<file path="src/slsw_pkg.sv">
// Shared types, constants and the character-to-segment map of the segment LCD string writer.
// No dependencies; the top level imports everything from here.
package slsw_pkg;

  // Function codes of an input item
  localparam logic [1:0] FUNC_CHAR  = 2'd0;
  localparam logic [1:0] FUNC_CMD   = 2'd1;
  localparam logic [1:0] FUNC_CLEAR = 2'd2;

  // Frame layout
  localparam int          FRAME_W      = 17;
  localparam int          ADDR_W       = 6;
  localparam logic [2:0]  WRITE_PREFIX = 3'b101;
  localparam logic [3:0]  CMD_PREFIX   = 4'b1000;
  localparam logic [4:0]  LEN_DATA     = 5'd17;
  localparam logic [4:0]  LEN_CMD      = 5'd12;
  localparam logic [7:0]  DOT_BIT      = 8'h80;

  localparam logic [7:0] DIGIT_SEGS [10] = '{
    8'h7D, 8'h60, 8'h3E, 8'h7A, 8'h63, 8'h5B, 8'h5F, 8'h70, 8'h7F, 8'h7B
  };

  typedef enum logic [1:0] {
    ST_IDLE,
    ST_STRING,
    ST_CMD,
    ST_CLEAR
  } state_t;

  // Map one character code to its segment bits; unknown codes and space blank the digit
  function automatic logic [7:0] seg_map(input logic [7:0] c);
    logic [7:0] s;
    begin
      if (c >= 8'h30 && c <= 8'h39) begin
        s = DIGIT_SEGS[c[3:0]];
      end else begin
        unique case (c)
          8'h2A:   s = 8'h33;
          8'h7C:   s = 8'h05;
          8'h2D:   s = 8'h02;
          8'h5F:   s = 8'h08;
          default: s = 8'h00;
        endcase
      end
      return s;
    end
  endfunction

endpackage

</file>
<file path="src/segment_lcd_string_writer.sv">
// Segment LCD string writer: collects a string, then emits one serial write frame per step.
// Depends on slsw_pkg (state type, frame constants, segment map).
//
// Channel  | Direction | Handshake          | Payload
// ---------+-----------+--------------------+----------------------------------------------
// in_      | input     | in_valid/in_stall  | func, char_code, last_char, left_pad, command
// out_     | output    | out_valid/out_stall| frame_bits, frame_len, last_frame
// cfg_     | input     | cfg_valid/cfg_ready| decimal_digits (cfg_data)
//
// Frames: a final character gives DIGITS frames, a clear item CLEAR_WORDS frames and a
//   command item one frame, one frame per cycle from the shared frame builder while the
//   output does not stall.
// Other characters give no frame. The input stalls while frames are being produced.
// Reset (rst_n, synchronous, active low) empties the string, clears the output valid flag and
//   sets decimal_digits to 0.
// A stall on the output freezes the sequencer with the frame held in the output register.
module segment_lcd_string_writer #(
  parameter int DIGITS      = 6,
  parameter int CLEAR_WORDS = 16
) (
  input  logic        clk,
  input  logic        rst_n,
  // input item channel
  input  logic        in_valid,
  output logic        in_stall,
  input  logic [1:0]  in_func,
  input  logic [7:0]  in_char_code,
  input  logic        in_last_char,
  input  logic        in_left_pad,
  input  logic [7:0]  in_command,
  // result item channel
  output logic        out_valid,
  input  logic        out_stall,
  output logic [16:0] out_frame_bits,
  output logic [4:0]  out_frame_len,
  output logic        out_last_frame,
  // configuration write channel
  input  logic        cfg_valid,
  output logic        cfg_ready,
  input  logic [1:0]  cfg_data
);
  import slsw_pkg::*;

  localparam int CW    = $clog2(DIGITS + 1);                 // character count
  localparam int IW    = (DIGITS > 1) ? $clog2(DIGITS) : 1;  // store index
  localparam int SW    = $clog2(2 * DIGITS + 1);             // digit position arithmetic
  localparam int STEPS = (DIGITS > CLEAR_WORDS) ? DIGITS : CLEAR_WORDS;
  localparam int SCW   = (STEPS > 1) ? $clog2(STEPS) : 1;    // frame step counter

  state_t             state_r, state_nxt;
  logic [SCW-1:0]     step_r, step_nxt;
  logic [CW-1:0]      count_r;
  logic [CW-1:0]      len_r;
  logic               left_r;
  logic [7:0]         cmd_r;
  logic [1:0]         dec_r;
  logic [7:0]         char_store_r [DIGITS];

  logic               out_valid_r, out_valid_nxt;
  logic [FRAME_W-1:0] out_bits_r;
  logic [4:0]         out_len_r;
  logic               out_last_r;

  logic               in_acc;
  logic               slot_free;
  logic               load;
  logic [CW-1:0]      count_upd;

  // frame builder
  logic [SW-1:0]      pos;
  logic [SW-1:0]      shifted;
  logic [SW-1:0]      src;
  logic               blank;
  logic [7:0]         seg;
  logic               dot;
  logic [ADDR_W-1:0]  addr;
  logic [FRAME_W-1:0] frame;
  logic [4:0]         frame_len;
  logic               frame_last;

  assign cfg_ready = 1'b1;
  assign in_stall  = (state_r != ST_IDLE);
  assign in_acc    = in_valid && !in_stall;
  assign slot_free = !out_valid_r || !out_stall;

  assign count_upd = (count_r < CW'(DIGITS)) ? count_r + CW'(1) : count_r;

  // Digit being written: the rightmost digit goes first, at address zero
  assign pos     = SW'(DIGITS - 1) - SW'(step_r);
  assign shifted = pos + SW'(len_r);
  assign addr    = ADDR_W'(step_r) << 1;

  always_comb begin
    if (left_r) begin
      // leading spaces, then the kept characters
      blank = (shifted < SW'(DIGITS));
      src   = shifted - SW'(DIGITS);
    end else begin
      // kept characters, then trailing spaces
      blank = (pos >= SW'(len_r));
      src   = pos;
    end
    seg = blank ? 8'h00 : seg_map(char_store_r[src[IW-1:0]]);
    dot = (dec_r != 2'd0) && (SW'(dec_r) <= SW'(DIGITS))
          && (pos == SW'(DIGITS) - SW'(dec_r));
  end

  // Sequencer: next state and the frame for the output register
  always_comb begin
    state_nxt  = state_r;
    step_nxt   = step_r;
    frame      = '0;
    frame_len  = LEN_DATA;
    frame_last = 1'b0;
    load       = 1'b0;
    unique case (state_r)
      ST_IDLE: begin
        step_nxt = '0;
        if (in_acc) begin
          unique case (in_func)
            FUNC_CHAR:  if (in_last_char) state_nxt = ST_STRING;
            FUNC_CMD:   state_nxt = ST_CMD;
            FUNC_CLEAR: state_nxt = ST_CLEAR;
            default:    state_nxt = ST_IDLE;
          endcase
        end
      end
      ST_STRING: begin
        frame      = {WRITE_PREFIX, addr, seg | (dot ? DOT_BIT : 8'h00)};
        frame_last = (step_r == SCW'(DIGITS - 1));
        load       = slot_free;
      end
      ST_CMD: begin
        frame      = FRAME_W'({CMD_PREFIX, cmd_r});
        frame_len  = LEN_CMD;
        frame_last = 1'b1;
        load       = slot_free;
      end
      ST_CLEAR: begin
        frame      = {WRITE_PREFIX, addr, 8'h00};
        frame_last = (step_r == SCW'(CLEAR_WORDS - 1));
        load       = slot_free;
      end
      default: state_nxt = ST_IDLE;
    endcase
    if (load) begin
      step_nxt = step_r + SCW'(1);
      if (frame_last) state_nxt = ST_IDLE;
    end
  end

  always_comb begin
    if (load) out_valid_nxt = 1'b1;
    else if (!out_stall) out_valid_nxt = 1'b0;
    else out_valid_nxt = out_valid_r;
  end

  always_ff @(posedge clk) begin
    if (!rst_n) begin
      state_r     <= ST_IDLE;
      step_r      <= '0;
      out_valid_r <= 1'b0;
    end else begin
      state_r     <= state_nxt;
      step_r      <= step_nxt;
      out_valid_r <= out_valid_nxt;
    end
  end

  // Hold the decimal point setting; writes must come only while idle, which the block does not enforce
  always_ff @(posedge clk) begin
    if (!rst_n) begin
      dec_r <= 2'd0;
    end else if (cfg_valid && cfg_ready) begin
      dec_r <= cfg_data;
    end
  end

  // Character collection: append while room remains, else shift out the oldest on left padding
  always_ff @(posedge clk) begin
    if (!rst_n) begin
      count_r <= '0;
    end else if (in_acc && in_func == FUNC_CHAR) begin
      count_r <= in_last_char ? '0 : count_upd;
    end
  end

  always_ff @(posedge clk) begin
    if (in_acc && in_func == FUNC_CHAR) begin
      if (count_r < CW'(DIGITS)) begin
        char_store_r[count_r[IW-1:0]] <= in_char_code;
      end else if (in_left_pad) begin
        for (int i = 0; i < DIGITS - 1; i++) begin
          char_store_r[i] <= char_store_r[i + 1];
        end
        char_store_r[DIGITS - 1] <= in_char_code;
      end
      len_r  <= count_upd;
      left_r <= in_left_pad;
    end
    if (in_acc && in_func == FUNC_CMD) begin
      cmd_r <= in_command;
    end
  end

  // Output register payload
  always_ff @(posedge clk) begin
    if (load) begin
      out_bits_r <= frame;
      out_len_r  <= frame_len;
      out_last_r <= frame_last;
    end
  end

  assign out_valid      = out_valid_r;
  assign out_frame_bits = out_bits_r;
  assign out_frame_len  = out_len_r;
  assign out_last_frame = out_last_r;

  // A command frame is always the only frame of its item
  a_cmd_last : assert property (@(posedge clk) disable iff (!rst_n)
    out_valid && out_frame_len == LEN_CMD |-> out_last_frame)
    else $error("command frame not marked last");

  // Only the two frame lengths ever leave the block
  a_len_legal : assert property (@(posedge clk) disable iff (!rst_n)
    out_valid |-> (out_frame_len == LEN_CMD || out_frame_len == LEN_DATA))
    else $error("illegal frame length");

  // The string step never runs past the last digit
  a_step_range : assert property (@(posedge clk) disable iff (!rst_n)
    state_r == ST_STRING |-> (32'(step_r) < DIGITS))
    else $error("string step out of range");

  // The character count never exceeds the digit count
  a_count_range : assert property (@(posedge clk) disable iff (!rst_n)
    32'(count_r) <= DIGITS)
    else $error("character count overflow");

  // A new item is never taken while frames are still being produced
  a_no_accept_busy : assert property (@(posedge clk) disable iff (!rst_n)
    load && !frame_last |=> !in_acc)
    else $error("item accepted mid-sequence");

endmodule
</file>
<file path="config.mk">
export PLATFORM = sky130hd
export DESIGN_NAME = segment_lcd_string_writer
export DESIGN_NICKNAME = d
export VERILOG_FILES = /design/src/slsw_pkg.sv /design/src/segment_lcd_string_writer.sv
export SDC_FILE = /design/constraint.sdc
export NUM_CORES = 1
export LEC_CHECK = 0
export BUFFER_PORTS_ARGS = -buffer_cell sky130_fd_sc_hd__buf_2
export CORE_MARGIN = 5
export CORE_UTILIZATION = 45
export DETAILED_ROUTE_END_ITERATION = 16
export PLACE_DENSITY = 0.66
export SLEW_MARGIN = 20
export SYNTH_ARGS = -nofsm -noshare
export SYNTH_HDL_FRONTEND = slang
export SYNTH_SLANG_ARGS = --single-unit
</file>
<file path="constraint.sdc">
create_clock -name clk -period 12.9 [get_ports clk]
set_input_delay 0.645 -clock clk [delete_from_list [all_inputs] [get_ports clk]]
set_output_delay 0.645 -clock clk [all_outputs]
set_load 0.1 [all_outputs]
</file>
Word-level counts from Yosys, hierarchy flattened
Memories as Yosys holds them, arrays and structs flattened.
Index checks and enable logic that the tools add are counted.
{ "classes": {"n_addsub": 6, "magnitude_cmp": 6, "eq_ne": 13, "muxes": 34, "n_bitwise": 2, "n_reduce_logical": 16} }
{ "ops": {"columns": ["operator", "count"], "rows": [
  ["$pmux 17 s3", 1],
  ["$mux 8", 6],
  ["$pmux 6 s4", 1],
  ["$eq 8x6->1 const B", 2],
  ["$eq 8x7->1 const B", 2],
  ["$mux 1", 12],
  ["$mux 3", 4],
  ["$mux 2", 5],
  ["$ge 8x6->1 const B", 1],
  ["$le 8x6->1 const B", 1],
  ["$mux 4", 2],
  ["$or 8x8->8", 1],
  ["$reduce_or 8->1", 1],
  ["$eq 2x2->1 const B", 3],
  ["$pmux 2 s3", 1],
  ["$reduce_bool 2->1", 3],
  ["$ge 5x5->1 const B", 1],
  ["$logic_and 1x1->1", 5],
  ["$mux 5", 1],
  ["$not 4->5", 1],
  ["$add 4x1->4 const B", 1],
  ["$add 4x3->4", 1],
  ["$eq 2x1->1 const B", 2],
  ["$eq 4x3->1 const B", 1],
  ["15 further kinds", 18]
]} }
{ "word_totals": {"reg_bits": 47, "ramBits": 48, "rom_bits": 128, "input_bits": 27, "out_inout_bits": 26, "wordCells": 90, "n_memories": 2} }
{ "memory_table": {"columns": ["memory", "words", "width", "read_ports", "rd_clocked_by_memory_dff", "write_ports", "line", "text"], "rows": [
  ["(name not given)", 16, 8, 1, 0, 0, "slsw_pkg.sv:35", "s = DIGIT_SEGS[c[3:0]];"],
  ["char_store_r", 6, 8, 6, 0, 6, "segment_lcd_string_writer.sv:57", "logic [7:0] char_store_r [DIGITS];"]
]} }

Longest topological paths before layout
An unclocked memory read counts as a cell.
{ "logic_depth": {"depth_word": 13, "depth_mapped": 19, "mapped_depth_nobuf": 17} }

Least setup slack after synthesis
No wires, ideal clock.
{ "synth_path": {"path_kind": "register to register", "start": "register step_r[0]", "end": "register out_bits_r[0], in the netlist out_frame_bits[0], data pin", "setup_time_ns": 0.257, "t_arrival_ns": 3.865, "slack_ns": 8.778, "path_stages_with_launch": 19, "n_path_buf": 3, "synth_period_minus_slack_ns": 4.122, "path_cell_list": "dfxtp_1 -> clkbuf_1 -> inv_1 -> ha_1 -> inv_1 -> fa_1 -> xnor3_1 -> mux2_2 -> buf_6 -> buf_6 -> a311oi_1 -> a21oi_1 -> ha_1 -> inv_1 -> nand2_1 -> a211oi_1 -> a2bb2oi_1 -> o32ai_1 -> a32o_1"} }
{ "synth_via": {"elab_chain_cells": 13} }
{ "synth_rtl": {"columns": ["element", "line", "text"], "rows": [
  ["start: declaration", "segment_lcd_string_writer.sv:51", "logic [SCW-1:0] step_r, step_nxt;"],
  ["start signal: assignment", "segment_lcd_string_writer.sv:165", "step_r <= step_nxt;"],
  ["$sub 3x4->4 (*)", "segment_lcd_string_writer.sv:89", "assign pos = SW'(DIGITS - 1) - SW'(step_r);"],
  ["$add 4x3->4", "segment_lcd_string_writer.sv:90", "assign shifted = pos + SW'(len_r);"],
  ["$sub 3x3->3", "segment_lcd_string_writer.sv:97", "src = shifted - SW'(DIGITS);"],
  ["$mux 3", "segment_lcd_string_writer.sv:94", "if (left_r) begin"],
  ["$mem_v2 6x8", null, null],
  ["$not 4->5 (implied by the code)", "slsw_pkg.sv:35", null],
  ["$mem_v2 16x8", null, null],
  ["$mux 8 (implied by the code) (2 in series)", "slsw_pkg.sv:35", null],
  ["$mux 8", "slsw_pkg.sv:34", "if (c >= 8'h30 && c <= 8'h39) begin"],
  ["$mux 8 (*)", "segment_lcd_string_writer.sv:103", "seg = blank ? 8'h00 : seg_map(char_store_r[src[IW-1:0]]);"],
  ["$or 8x8->8 (*)", "segment_lcd_string_writer.sv:129", "frame = {WRITE_PREFIX, addr, seg | (dot ? DOT_BIT : 8'h00)};"],
  ["$pmux 17 s3 (*)", "segment_lcd_string_writer.sv:116", "unique case (state_r)"],
  ["via frame[0]", "segment_lcd_string_writer.sv:77", "logic [FRAME_W-1:0] frame;"],
  ["end signal: assignment", "segment_lcd_string_writer.sv:209", "out_bits_r <= frame;"],
  ["end: declaration", "segment_lcd_string_writer.sv:60", "logic [FRAME_W-1:0] out_bits_r;"]
]} }
The timed path passes the listed nets; every way through them passes the cells marked *. The select of a mux whose other input is x is not followed.
A chain may end at the register's enable or synchronous reset.

Worst setup path after layout
{ "layout_path": {"start": "register step_r[1]", "end": "register out_bits_r[0], in the netlist out_frame_bits[0], data pin"} }
The elaborated chain is that of the path after synthesis.

==> flow_summary.json <==
{
  "outcome": "complete, no violations",
  "cts_buffers": 9,
  "ioPinCount": 53,
  "first_pass_iters": 4,
  "fmax_mhz": 224,
  "crit_family": "compound AO/OA/AOI/OAI gates",
  "finalWeightedCongestion": 0.868,
  "vias": 3453,
  "seq_area_um2": 3000,
  "drv_cap": 0,
  "crit_type": "reg2reg",
  "min_period_ns": 4.47,
  "synth_top_flop_cell": "edfxtp_1",
  "worstMarginPinSlew_ns": 0.953,
  "hold_buffers": 0,
  "area_growth_pct": 12.3,
  "finalCritPeriodShare": 0.347,
  "viasPerCell": 5.40,
  "grt_pass1_vias": 3394,
  "ant_nets": 0,
  "power_mw": 0.819,
  "worstPathArrival_ns": 4.57,
  "drive_above_1_share": 0.161,
  "grt.total_usage": 0.154,
  "fillers": 989,
  "p_per_area_nw_per_um2": 136,
  "preCtsSetupSlack_ns": 8.32,
  "die_h_um": 119,
  "drt_iter0_drc": 211,
  "place.detailed.hpwl_mm": 7.54,
  "cp-start-kind": "flip-flop",
  "io_buffers": 47,
  "multi_input_area_um2": 2210,
  "setup_tns_ns": 0,
  "die_w_um": 119,
  "row_count": 39,
  "antenna_found_initial": 0,
  "synthesis.area_um2": 5360,
  "critPathCaptureType": "flip-flop",
  "top_layer_used": "met4",
  "cts_buffer_depth": 2,
  "grt-ovfl-total": 0,
  "finClkSkew_ns": 0.00692,
  "synth_edf_count": 92,
  "postLayoutSetupSlackWorst_ns": 8.43,
  "dpl-instance-area_um2": 5710,
  "hold_class": "in2reg",
  "synth-seq-area-share": 0.560,
  "cp_cell_sequence": "inv_1, fa_1, xnor3_1, mux2_2, a311oi_1, a21oi_1, ha_1, inv_1, nand2_1, a211oi_1, a2bb2oi_1, o32ai_1, a32o_1",
  "hold_viol": 0,
  "cts.sinks": 104,
  "ys_types": 57,
  "grt_max_degree": 49,
  "wl_met3_um": 488,
  "rsz0062_at_grt": "no",
  "crit_path_max_fanout": 18,
  "slew_viol_final": 0,
  "finalSetupViolCount": 0,
  "final_cell_count_no_fill": 640,
  "post_cts_buffers": 0,
  "wl_met1_mm": 4.74,
  "cp_slowest_cell": "fa_1",
  "dp.cells": 624,
  "max_stage_delay_ns": 0.59,
  "initial_core_util": 0.463,
  "r2r_setup_slack_ns": 8.43,
  "vdd_ir_drop_max_mv": 0.0767,
  "grt_pass1_wl_mm": 17.2,
  "cellLeakagePower_nw": 2.52,
  "core_um2": 11600,
  "yosysTopAreaCell": "edfxtp_1",
  "required_ns": 13.00,
  "yosys_warnings": 0,
  "synth_area_leaders": "edfxtp_1 (52%), a21o_1 (5.9%), ha_1 (4.7%)",
  "clkLatencyLatePin_ns": 0.35,
  "yosysTopAreaCellShare": 0.516,
  "syn_area_per_cell_um2": 12.2,
  "synth_seq_cells": 104,
  "slew-limit-headroom": 0.365,
  "whs_ns": 0.476,
  "clk_pin_slew_worst_paths_ns": 0.07,
  "utilization": 0.520,
  "cts_tree": "built",
  "fin_area_um2": 6020,
  "syn_inst": 439,
  "crit_buf_inv": 2,
  "clock-root-buffer": "clkbuf_16",
  "h-tree-depth": 3,
  "wl_met2_mm": 5.18,
  "antenna_cells": 0,
  "die_area_um2": 14200,
  "wl_per_cell_um": 16.4,
  "drc": 0,
  "routed_wl_mm": 10.5,
  "ys_async_sr_fraction": 0,
  "cp_common_cell": "inv_1",
  "cts_resized": 0,
  "final_nets": 540
}
## logic make-up after synthesis
family / after synthesis / synth area share
DFF: 104 / 0.560
other: 2 / 0.00140
xor gates and xnor gates: 11 / 0.0206
adders and majority gates: 21 / 0.0504
and+or+nand+nor: 122 / 0.116
muxes: 34 / 0.0766
buffers and inverters: 48 / 0.0427
AOI/OAI and AO/OA: 97 / 0.131
## sequential cells by signal, summed over array words and instances (netlist names)
register,count
char_store_r,64
cmd_r,8
count_r,3
dec_r,2
left_r,1
len_r,3
out_frame_bits,13
out_frame_len,2
out_last_frame,1
out_valid,1
state_r,2
step_r,4
## per-layer routing
| layer | global-route usage | up-vias |
|---|---|---|
| li1 | - | 1701 |
| met1 | 0.191 | 1673 |
| met2 | 0.253 | 73 |
| met3 | 0.0455 | 6 |
| met4 | 0.0587 | 0 |
| met5 | 0 | - |
## layout by cell type, fill, tap and decap left out, types with 4 or more instances in the layout
cell / instances
a21o_1: 42
conb_1: 21
and3_1: 11
edfxtp_1: 92
and2_1: 4
nand3_1: 7
mux4_2: 4
nand2_1: 39
a31oi_1: 6
nand2b_1: 5
ha_1: 20
nor4_1: 5
a21oi_1: 9
nor3_1: 4
xnor2_1: 7
clkbuf_16: 9
inv_1: 22
nor2_1: 20
nor2b_1: 17
mux2i_1: 23
dfxtp_1: 12
o21ai_0: 8
a211oi_1: 7
buf_2: 47
## worst paths after layout
path	startpoint	to	cells past startpoint
worst max-delay path	step_r[1]	out_frame_bits[0]	13
worst min-delay path	in_command[1]	cmd_r[1]	1
worst max register to register	step_r[1]	out_frame_bits[0]	13
worst min register to register	char_store_r[5][6]	char_store_r[4][6]	1
## synth_stat cells, drive strengths merged (11+ instances only)
cell type and instances:
clkbuf 12, a21o 42, nand2 39, nor2b 17
mux2i 27, dfxtp 12, buf 14, inv 22
nor2 22, and3 11, ha 20, edfxtp 92
## power by group
group	internal, mW	switching [mW]	leakage [nW]	total [mW]
sequential	0.381	0.00610	0.949	0.387
clock	0.152	0.122	0.137	0.274
combinational	0.0464	0.112	1.43	0.158
total	0.579	0.240	2.52	0.819
## final cells by class
| cell class | count | share of cell area |
|---|---|---|
| Tap cell | 143 | 0.0297 |
| Multi-Input combinational cell | 306 | 0.367 |
| Clock buffer | 11 | 0.0387 |
| Timing Repair Buffer | 49 | 0.0416 |
| Inverter | 22 | 0.0137 |
| Clock inverter | 5 | 0.0104 |
| Sequential cell | 104 | 0.499 |
(Power assumes the default switching activity.)
